$ cat config.mk
export PLATFORM = sky130hd
export DESIGN_NAME = color_box_threshold_centroid_unit
export DESIGN_NICKNAME = d
export VERILOG_FILES = /design/src/design/cbtc_pkg.sv /design/src/design/color_box_threshold_centroid_unit.sv /design/src/design/cbtc_divider.sv /design/src/design/cbtc_datapath.sv /design/src/design/cbtc_ctrl.sv
export SDC_FILE = /design/constraint.sdc
export NUM_CORES = 2
export LEC_CHECK = 0
export BUFFER_PORTS_ARGS = -buffer_cell sky130_fd_sc_hd__buf_2
export CORE_MARGIN = 1
export CORE_UTILIZATION = 62
export CTS_CLUSTER_DIAMETER = 150
export DETAILED_ROUTE_END_ITERATION = 10
export PLACE_DENSITY_LB_ADDON = 0.1
export SLEW_MARGIN = 20
export SYNTH_ARGS = -nofsm -noshare
export SYNTH_HDL_FRONTEND = slang
export SYNTH_SLANG_ARGS = --single-unit
$ cat constraint.sdc
create_clock -name clock -period 19.5 [get_ports clock]
set_input_delay 3.9 -clock clock [delete_from_list [all_inputs] [get_ports clock]]
set_output_delay 3.9 -clock clock [all_outputs]
set_load 0.02 [all_outputs]
$ cat src/design/cbtc_pkg.sv
// ----------------------------------------------------------------------------
// cbtc_pkg
// Widths, limits, register indexes, controller states and the command and
// status bundles of the color box threshold centroid unit.
// ----------------------------------------------------------------------------
package cbtc_pkg;

   localparam int MAX_WIDTH  = 1024;
   localparam int MAX_HEIGHT = 1024;

   localparam int CHAN_W   = 8;
   localparam int COORD_W  = 10;
   localparam int FRAC_W   = 16;
   localparam int COUNT_W  = 21;
   localparam int SUM_W    = 31;
   localparam int PROD_W   = COUNT_W + FRAC_W;
   localparam int STEP_W   = $clog2(SUM_W);
   localparam int CSR_IDX_W  = 3;
   localparam int CSR_DATA_W = 16;

   localparam longint PIX_PRODUCT = longint'(MAX_WIDTH) * longint'(MAX_HEIGHT);
   localparam longint COUNT_CAP   = (longint'(1) <<< COUNT_W) - 1;
   localparam logic [COUNT_W-1:0] PIXEL_LIMIT =
      COUNT_W'((PIX_PRODUCT < COUNT_CAP) ? PIX_PRODUCT : COUNT_CAP);

   localparam logic [SUM_W-1:0]   SUM_CAP   = '1;
   localparam logic [COORD_W-1:0] COORD_MAX = '1;
   localparam logic [CHAN_W-1:0]  MASK_ON   = 8'd255;
   localparam logic [CHAN_W-1:0]  MASK_OFF  = 8'd0;

   localparam logic [CSR_IDX_W-1:0] CSR_RED_LOW      = 3'd0;
   localparam logic [CSR_IDX_W-1:0] CSR_RED_HIGH     = 3'd1;
   localparam logic [CSR_IDX_W-1:0] CSR_GREEN_LOW    = 3'd2;
   localparam logic [CSR_IDX_W-1:0] CSR_GREEN_HIGH   = 3'd3;
   localparam logic [CSR_IDX_W-1:0] CSR_BLUE_LOW     = 3'd4;
   localparam logic [CSR_IDX_W-1:0] CSR_BLUE_HIGH    = 3'd5;
   localparam logic [CSR_IDX_W-1:0] CSR_MIN_FRACTION = 3'd6;

   typedef enum logic [2:0] {
      ST_IDLE,
      ST_MULT,
      ST_COMPARE,
      ST_DIVIDE,
      ST_FINISH
   } state_type;

   typedef struct packed {
      logic take;          // accept the pixel and accumulate
      logic emit;          // load a plain result for a pixel that does not close a frame
      logic load_product;  // register fraction times pixel total
      logic compare;       // decide found and start the dividers on a pass
      logic finish;        // load the frame-closing result and clear accumulators
   } cmd_type;

   typedef struct packed {
      logic out_free;
      logic pass;
      logic div_done;
   } status_type;

endpackage

$ cat src/design/color_box_threshold_centroid_unit.sv
// ----------------------------------------------------------------------------
// color_box_threshold_centroid_unit
// Color box pixel threshold with per-frame centroid of the matching pixels.
// ----------------------------------------------------------------------------
// A pixel that does not close a frame has its result loaded into the output
// register in the cycle it is accepted, and the next pixel may follow at once
// when that result is taken in the same cycle; a result left waiting holds off
// the next pixel until it is taken. The pixel marked last is followed by the
// threshold product, the compare, then, when the frame qualifies, the
// bit-serial divider that forms the mean column and row (one quotient bit per
// cycle, both coordinates side by side), and last the load of the result,
// which waits while the result register stays full. No new pixel is accepted
// during that time.
// Register writes should be made while no item is in flight.
module color_box_threshold_centroid_unit
   import cbtc_pkg::*;
(
   input  logic                  clock,
   input  logic                  reset,
   input  logic                  csr_write_enable,
   input  logic [CSR_IDX_W-1:0]  csr_index,
   input  logic [CSR_DATA_W-1:0] csr_write_data,
   input  logic                  req_valid,
   output logic                  req_ready,
   input  logic [CHAN_W-1:0]     req_red,
   input  logic [CHAN_W-1:0]     req_green,
   input  logic [CHAN_W-1:0]     req_blue,
   input  logic [COORD_W-1:0]    req_col,
   input  logic [COORD_W-1:0]    req_row,
   input  logic                  req_last_pixel,
   output logic                  rsp_valid,
   input  logic                  rsp_ready,
   output logic [CHAN_W-1:0]     rsp_mask_value,
   output logic                  rsp_frame_end,
   output logic                  rsp_found,
   output logic [COORD_W-1:0]    rsp_center_col,
   output logic [COORD_W-1:0]    rsp_center_row
);

   cmd_type    cmd;
   status_type status;

   cbtc_ctrl u_ctrl (
      .clock          (clock),
      .reset          (reset),
      .req_valid      (req_valid),
      .req_last_pixel (req_last_pixel),
      .req_ready      (req_ready),
      .status         (status),
      .cmd            (cmd)
   );

   cbtc_datapath u_datapath (
      .clock            (clock),
      .reset            (reset),
      .cmd              (cmd),
      .status           (status),
      .csr_write_enable (csr_write_enable),
      .csr_index        (csr_index),
      .csr_write_data   (csr_write_data),
      .req_red          (req_red),
      .req_green        (req_green),
      .req_blue         (req_blue),
      .req_col          (req_col),
      .req_row          (req_row),
      .rsp_valid        (rsp_valid),
      .rsp_ready        (rsp_ready),
      .rsp_mask_value   (rsp_mask_value),
      .rsp_frame_end    (rsp_frame_end),
      .rsp_found        (rsp_found),
      .rsp_center_col   (rsp_center_col),
      .rsp_center_row   (rsp_center_row)
   );

endmodule

$ cat src/design/cbtc_divider.sv
// ----------------------------------------------------------------------------
// cbtc_divider
// Restoring bit-serial divider, one quotient bit per cycle.
// ----------------------------------------------------------------------------
module cbtc_divider
   import cbtc_pkg::*;
(
   input  logic               clock,
   input  logic               reset,
   input  logic               start,
   input  logic [SUM_W-1:0]   dividend,
   input  logic [COUNT_W-1:0] divisor,
   output logic               done,
   output logic [SUM_W-1:0]   quotient
);

   logic               run_ff, run_in;
   logic [STEP_W-1:0]  step_ff, step_in;
   logic [COUNT_W:0]   rem_ff, rem_in;
   logic [SUM_W-1:0]   quo_ff, quo_in;
   logic [COUNT_W:0]   shifted;
   logic [COUNT_W:0]   diff;
   logic               fits;
   logic               last_step;

   assign last_step = (step_ff == STEP_W'(SUM_W - 1));
   assign shifted   = {rem_ff[COUNT_W-1:0], quo_ff[SUM_W-1]};
   assign diff      = shifted - {1'b0, divisor};
   assign fits      = (shifted >= {1'b0, divisor});
   assign done      = run_ff && last_step;
   assign quotient  = quo_ff;

   always_comb begin
      run_in  = run_ff;
      step_in = step_ff;
      rem_in  = rem_ff;
      quo_in  = quo_ff;
      if (start) begin
         run_in  = 1'b1;
         step_in = '0;
         rem_in  = '0;
         quo_in  = dividend;
      end else if (run_ff) begin
         rem_in  = fits ? diff : shifted;
         quo_in  = {quo_ff[SUM_W-2:0], fits};
         step_in = step_ff + 1'b1;
         if (last_step) begin
            run_in = 1'b0;
         end
      end
   end

   always_ff @(posedge clock) begin
      if (reset) begin
         run_ff  <= 1'b0;
         step_ff <= '0;
      end else begin
         run_ff  <= run_in;
         step_ff <= step_in;
      end
      rem_ff <= rem_in;
      quo_ff <= quo_in;
   end

endmodule

$ cat src/design/cbtc_datapath.sv
// ----------------------------------------------------------------------------
// cbtc_datapath
// Color box test, frame accumulators, threshold product and compare, the two
// centroid dividers, held centroid and the result register.
// ----------------------------------------------------------------------------
module cbtc_datapath
   import cbtc_pkg::*;
(
   input  logic                  clock,
   input  logic                  reset,
   input  cmd_type               cmd,
   output status_type            status,
   input  logic                  csr_write_enable,
   input  logic [CSR_IDX_W-1:0]  csr_index,
   input  logic [CSR_DATA_W-1:0] csr_write_data,
   input  logic [CHAN_W-1:0]     req_red,
   input  logic [CHAN_W-1:0]     req_green,
   input  logic [CHAN_W-1:0]     req_blue,
   input  logic [COORD_W-1:0]    req_col,
   input  logic [COORD_W-1:0]    req_row,
   output logic                  rsp_valid,
   input  logic                  rsp_ready,
   output logic [CHAN_W-1:0]     rsp_mask_value,
   output logic                  rsp_frame_end,
   output logic                  rsp_found,
   output logic [COORD_W-1:0]    rsp_center_col,
   output logic [COORD_W-1:0]    rsp_center_row
);

   logic [CHAN_W-1:0]  red_low_ff, red_high_ff, green_low_ff, green_high_ff;
   logic [CHAN_W-1:0]  blue_low_ff, blue_high_ff;
   logic [FRAC_W-1:0]  min_fraction_ff;

   logic [COUNT_W-1:0] match_count_ff, match_count_in;
   logic [COUNT_W-1:0] frame_pixels_ff, frame_pixels_in;
   logic [SUM_W-1:0]   col_sum_ff, col_sum_in;
   logic [SUM_W-1:0]   row_sum_ff, row_sum_in;
   logic [COORD_W-1:0] held_col_ff, held_col_in;
   logic [COORD_W-1:0] held_row_ff, held_row_in;
   logic [PROD_W-1:0]  product_ff;
   logic               found_ff;
   logic               mask_hit_ff;

   logic               rsp_valid_ff, rsp_valid_in;
   logic [CHAN_W-1:0]  rsp_mask_ff;
   logic               rsp_frame_end_ff, rsp_found_ff;
   logic [COORD_W-1:0] rsp_col_ff, rsp_row_ff;

   logic               hit;
   logic [SUM_W:0]     col_add, row_add;
   logic               pass;
   logic               col_done, row_done;
   logic [SUM_W-1:0]   col_quo, row_quo;
   logic [COORD_W-1:0] col_mean, row_mean;

   assign hit = (req_red   >= red_low_ff)   && (req_red   <= red_high_ff)   &&
                (req_green >= green_low_ff) && (req_green <= green_high_ff) &&
                (req_blue  >= blue_low_ff)  && (req_blue  <= blue_high_ff);

   // sums stay at or below the cap, so one carry bit shows the overflow
   assign col_add = {1'b0, col_sum_ff} + (SUM_W+1)'(req_col);
   assign row_add = {1'b0, row_sum_ff} + (SUM_W+1)'(req_row);

   assign pass = ({match_count_ff, {FRAC_W{1'b0}}} > product_ff) &&
                 (match_count_ff != '0);

   assign col_mean = (|col_quo[SUM_W-1:COORD_W]) ? COORD_MAX : col_quo[COORD_W-1:0];
   assign row_mean = (|row_quo[SUM_W-1:COORD_W]) ? COORD_MAX : row_quo[COORD_W-1:0];

   cbtc_divider u_col_div (
      .clock    (clock),
      .reset    (reset),
      .start    (cmd.compare && pass),
      .dividend (col_sum_ff),
      .divisor  (match_count_ff),
      .done     (col_done),
      .quotient (col_quo)
   );

   cbtc_divider u_row_div (
      .clock    (clock),
      .reset    (reset),
      .start    (cmd.compare && pass),
      .dividend (row_sum_ff),
      .divisor  (match_count_ff),
      .done     (row_done),
      .quotient (row_quo)
   );

   assign status.out_free = !rsp_valid_ff || rsp_ready;
   assign status.pass     = pass;
   assign status.div_done = col_done && row_done;

   always_comb begin
      match_count_in  = match_count_ff;
      frame_pixels_in = frame_pixels_ff;
      col_sum_in      = col_sum_ff;
      row_sum_in      = row_sum_ff;
      held_col_in     = held_col_ff;
      held_row_in     = held_row_ff;
      if (cmd.take) begin
         if (frame_pixels_ff != PIXEL_LIMIT) begin
            frame_pixels_in = frame_pixels_ff + 1'b1;
         end
         if (hit) begin
            if (match_count_ff != PIXEL_LIMIT) begin
               match_count_in = match_count_ff + 1'b1;
            end
            col_sum_in = col_add[SUM_W] ? SUM_CAP : col_add[SUM_W-1:0];
            row_sum_in = row_add[SUM_W] ? SUM_CAP : row_add[SUM_W-1:0];
         end
      end else if (cmd.finish) begin
         match_count_in  = '0;
         frame_pixels_in = '0;
         col_sum_in      = '0;
         row_sum_in      = '0;
         if (found_ff) begin
            held_col_in = col_mean;
            held_row_in = row_mean;
         end
      end
   end

   always_comb begin
      rsp_valid_in = rsp_valid_ff;
      if (cmd.emit || cmd.finish) begin
         rsp_valid_in = 1'b1;
      end else if (rsp_ready) begin
         rsp_valid_in = 1'b0;
      end
   end

   always_ff @(posedge clock) begin
      if (reset) begin
         red_low_ff      <= '0;
         red_high_ff     <= '1;
         green_low_ff    <= '0;
         green_high_ff   <= '1;
         blue_low_ff     <= '0;
         blue_high_ff    <= '1;
         min_fraction_ff <= '0;
      end else if (csr_write_enable) begin
         case (csr_index)
            CSR_RED_LOW:      red_low_ff      <= csr_write_data[CHAN_W-1:0];
            CSR_RED_HIGH:     red_high_ff     <= csr_write_data[CHAN_W-1:0];
            CSR_GREEN_LOW:    green_low_ff    <= csr_write_data[CHAN_W-1:0];
            CSR_GREEN_HIGH:   green_high_ff   <= csr_write_data[CHAN_W-1:0];
            CSR_BLUE_LOW:     blue_low_ff     <= csr_write_data[CHAN_W-1:0];
            CSR_BLUE_HIGH:    blue_high_ff    <= csr_write_data[CHAN_W-1:0];
            CSR_MIN_FRACTION: min_fraction_ff <= csr_write_data[FRAC_W-1:0];
            default: ;
         endcase
      end
   end

   always_ff @(posedge clock) begin
      if (reset) begin
         match_count_ff  <= '0;
         frame_pixels_ff <= '0;
         col_sum_ff      <= '0;
         row_sum_ff      <= '0;
         held_col_ff     <= '0;
         held_row_ff     <= '0;
         found_ff        <= 1'b0;
         rsp_valid_ff    <= 1'b0;
      end else begin
         match_count_ff  <= match_count_in;
         frame_pixels_ff <= frame_pixels_in;
         col_sum_ff      <= col_sum_in;
         row_sum_ff      <= row_sum_in;
         held_col_ff     <= held_col_in;
         held_row_ff     <= held_row_in;
         rsp_valid_ff    <= rsp_valid_in;
         if (cmd.compare) begin
            found_ff <= pass;
         end
      end
   end

   always_ff @(posedge clock) begin
      if (cmd.take) begin
         mask_hit_ff <= hit;
      end
      if (cmd.load_product) begin
         product_ff <= PROD_W'(min_fraction_ff) * PROD_W'(frame_pixels_ff);
      end
      if (cmd.emit) begin
         rsp_mask_ff      <= hit ? MASK_ON : MASK_OFF;
         rsp_frame_end_ff <= 1'b0;
         rsp_found_ff     <= 1'b0;
         rsp_col_ff       <= held_col_ff;
         rsp_row_ff       <= held_row_ff;
      end else if (cmd.finish) begin
         rsp_mask_ff      <= mask_hit_ff ? MASK_ON : MASK_OFF;
         rsp_frame_end_ff <= 1'b1;
         rsp_found_ff     <= found_ff;
         rsp_col_ff       <= held_col_in;
         rsp_row_ff       <= held_row_in;
      end
   end

   assign rsp_valid      = rsp_valid_ff;
   assign rsp_mask_value = rsp_mask_ff;
   assign rsp_frame_end  = rsp_frame_end_ff;
   assign rsp_found      = rsp_found_ff;
   assign rsp_center_col = rsp_col_ff;
   assign rsp_center_row = rsp_row_ff;

endmodule

$ cat src/design/cbtc_ctrl.sv
// ----------------------------------------------------------------------------
// cbtc_ctrl
// Sequencer: pixel intake, and the compare and divide steps that close a
// frame.
// ----------------------------------------------------------------------------
module cbtc_ctrl
   import cbtc_pkg::*;
(
   input  logic       clock,
   input  logic       reset,
   input  logic       req_valid,
   input  logic       req_last_pixel,
   output logic       req_ready,
   input  status_type status,
   output cmd_type    cmd
);

   state_type state_ff, state_in;

   always_ff @(posedge clock) begin
      if (reset) begin
         state_ff <= ST_IDLE;
      end else begin
         state_ff <= state_in;
      end
   end

   always_comb begin
      state_in  = state_ff;
      cmd       = '0;
      req_ready = 1'b0;
      case (state_ff)
         ST_IDLE: begin
            req_ready = status.out_free;
            if (req_valid && status.out_free) begin
               cmd.take = 1'b1;
               if (req_last_pixel) begin
                  state_in = ST_MULT;
               end else begin
                  cmd.emit = 1'b1;
               end
            end
         end
         ST_MULT: begin
            cmd.load_product = 1'b1;
            state_in         = ST_COMPARE;
         end
         ST_COMPARE: begin
            cmd.compare = 1'b1;
            state_in    = status.pass ? ST_DIVIDE : ST_FINISH;
         end
         ST_DIVIDE: begin
            if (status.div_done) begin
               state_in = ST_FINISH;
            end
         end
         ST_FINISH: begin
            // wait for room in the result register
            if (status.out_free) begin
               cmd.finish = 1'b1;
               state_in   = ST_IDLE;
            end
         end
         default: begin
            state_in = ST_IDLE;
         end
      endcase
   end

endmodule

==> flow_metrics.tcl <==
set metrics [dict create \
    synth_xor_xnor_area_share 0.02700 \
    start_util 0.6323 \
    post-place-ws_ps 11050 \
    fin_cells 4172 \
    ff_latch_area_um2 8620 \
    synth-simple-area-share 0.1701 \
    cts_tree "done" \
    n_antenna_cell 0 \
    crit_family "simple AND/OR/NAND/NOR gates" \
    ys_types 89 \
    fin_nets 4057 \
    die_h_um 226.1 \
    cts.clk_slew.worst_paths_ps 60 \
    fill_cells 3976 \
    ios 101 \
    syn_area_um2 31150 \
    htree_levels 2 \
    synth-compound-area-share 0.1455 \
    reg2regPathDepth 22 \
    setup-tns-final_ps 0 \
    skew_ps 25.93 \
    ir_drop_mv 0.06729 \
    crit_chain "buf_2 > nand2b_1 > and2_1 > buf_2" \
    crit_fanout 7 \
    die_w_um 226.1 \
    yosysWarnings 0 \
    synthMostInstantiatedCell "inv_1" \
    finalWorstSetupSlack_ps 11040 \
    grtUsageTotal 0.3059 \
    syn_inst 3458 \
    holdWs_ps 455.7 \
    layout-drive-gt1-share 0.09293 \
    maxCapViolations 0 \
    cts.sinks 370 \
    grt_pass1_wl_um 125500 \
    rows 81 \
    start_kind "input port" \
    clockBufferDepth 3 \
    status "completed" \
    cp_slowest_cell "nand2b_1" \
    leakage_nw 14.86 \
    cts_made_buffers 44 \
    period_share 0.4336 \
    cts-root-buf "clkbuf_16" \
    relSlewSlack 0.2946 \
    min_to "u_datapath.green_low_ff[3]" \
    synth_area_leaders "fa_1, dfxtp_1, edfxtp_1" \
    place_inst 4090 \
    yosysTopAreaCellShare 0.1723 \
    vias_per_cell 5.972 \
    syn_area_per_cell_um2 9.007 \
    cts-hold-fix-buffers 0 \
    multi_input_area_um2 20070 \
    setup_violations 0 \
    insertion_delay_ps 600 \
    area_growth_pct 7.604 \
    vias 24916 \
    grt_max_degree 70 \
    ys_ff_latch 370 \
    fp.dieArea_um2 51140 \
    cpPeakStageDelay_ps 230 \
    place_congestion 0.9279 \
    antenna_left 0 \
    hold_class "flop to flop" \
    tightest_slew_ps 1058 \
    async_flop_share 0 \
    synth-main-ff-cell "dfxtp_1" \
    post-route-min-period_ps 8456 \
    crit_buf_inv 2 \
    dp_hpwl_um 56330 \
    synth_top_area_cell "fa_1" \
    r2r_slack_ps 12010 \
    synth_top_family_by_area "adder cells" \
    drt_iter0_markers 2087 \
    wl_um 77100 \
    critPathRequiredTime_ps 15600 \
    cts.repair.resized 0 \
    muxShareOfSynthArea 0.02892 \
    hold_path_depth 2 \
    crit_top_cell "buf_2" \
    fmax_mhz 118.3 \
    critPathKind "input port to output pin" \
    p_per_area_nw_per_um2 64.19 \
    post_drt_wl_per_cell_um 18.48 \
    grt_pass1_vias 25321 \
    dr.pass1.iters 6 \
    cts_setup_buffers 0 \
    reg2reg_to "u_datapath.product_ff[36]" \
    synth-adder-area-share 0.2719 \
    slew_viol_final 0 \
    end_kind "output pin" \
    synth_edf_count 121 \
    hold_viol_final 0 \
    cp_data_arrival_time_ps 4560 \
    antenna_found_initial 1 \
    drc 0 \
    grt_overflow_total 0 \
    portBuffers 100 \
    synthesis.nets 4043 \
    timing.rr.start "u_datapath.frame_pixels_ff[11]" \
    rsz0062_at_grt "false" \
    synth_seq_area_share 0.2767 \
    hold_path.startpoint "u_datapath.green_low_ff[3]" \
    synthTopCellsByCount "inv_1, nand2_1, fa_1" \
    coreArea_um2 49250 \
]
-- power breakdown --
group / switching (mW) / total (mW) / internal, mW
Sequential: 0.0313 / 0.870 / 0.839
Clock: 0.352 / 0.838 / 0.486
Combinational: 0.271 / 0.444 / 0.172
Total: 0.654 / 2.15 / 1.50
-- per-stage QoR --
stage | total power, mW | util | cell area (µm²)
3_5_place_dp | 1.320 | 0.6506 | 32040
3_3_place_gp | 1.305 | 0.6506 | 32040
2_1_floorplan | 1.216 | - | 31150
4_1_cts | 2.162 | 0.6804 | 33510
5_1_grt | 2.245 | 0.6804 | 33510
6_report | 2.151 | 0.6804 | 33510
-- how the worst max path moves through the flow --
stage / from / endpoint / cells after the start
after floorplan: rsp_ready / req_ready / 2
after global placement: rsp_ready / req_ready / 4
after detailed placement: rsp_ready / req_ready / 4
after CTS: rsp_ready / req_ready / 4
after global routing: rsp_ready / req_ready / 4
final: rsp_ready / req_ready / 4
-- placed cells by master, fill, tap and decap left out, types with 48 or more instances in the layout --
cell	n
buf_2	99
mux2_2	64
o21ai_0	97
inv_1	463
nand2_1	436
nor3_1	48
ha_1	248
nor2_1	166
dfxtp_1	248
xnor2_1	62
a21o_1	65
nand3_1	58
a21oi_1	186
and2_1	167
fa_1	268
edfxtp_1	121
-- tightest hold or removal path, cell delays in order (launching register included) --
cell	delay (ps)
dfxtp_1	310
nand2_1	50
a21oi_1	50
-- flip-flops by register name, indices dropped and copies added (netlist names), 10 cells and up --
signal,count
u_datapath.min_fraction_ff,16
u_datapath.frame_pixels_ff,21
u_datapath.held_row_ff,10
u_datapath.u_row_div.rem_ff,21
u_datapath.u_col_div.quotient,31
u_datapath.col_sum_ff,31
u_datapath.u_col_div.rem_ff,21
u_datapath.row_sum_ff,31
u_datapath.product_ff,37
u_datapath.match_count_ff,21
u_datapath.held_col_ff,10
u_datapath.u_row_div.quotient,31
u_datapath.rsp_center_row,10
u_datapath.rsp_center_col,10
-- routing by layer --
metal	up-vias	GRT usage	part of all wire
met2	847	0.5261	0.49
met3	160	0.04085	0.062
li1	11689	-	-
met4	0	0.1035	0.026
met5	-	0	0
met1	12220	0.3961	0.42
-- area by class of cell --
cell class | instances | share of cell area
inverter | 463 | 0.05186
clock inverter | 26 | 0.008736
sequential | 370 | 0.2572
clock buffer | 56 | 0.03509
multi-input combinational | 2455 | 0.5988
timing repair buffer | 138 | 0.02352
tap | 664 | 0.02479
-- logic make-up after synthesis --
group / count (synthesis)
muxes: 82
buffers and inverters: 633
AOI/OAI and AO/OA: 672
xor gates and xnor gates: 96
and+or+nand+nor: 1089
DFF: 370
adders and majority gates: 516
Power figures use the tool's default switching activity.
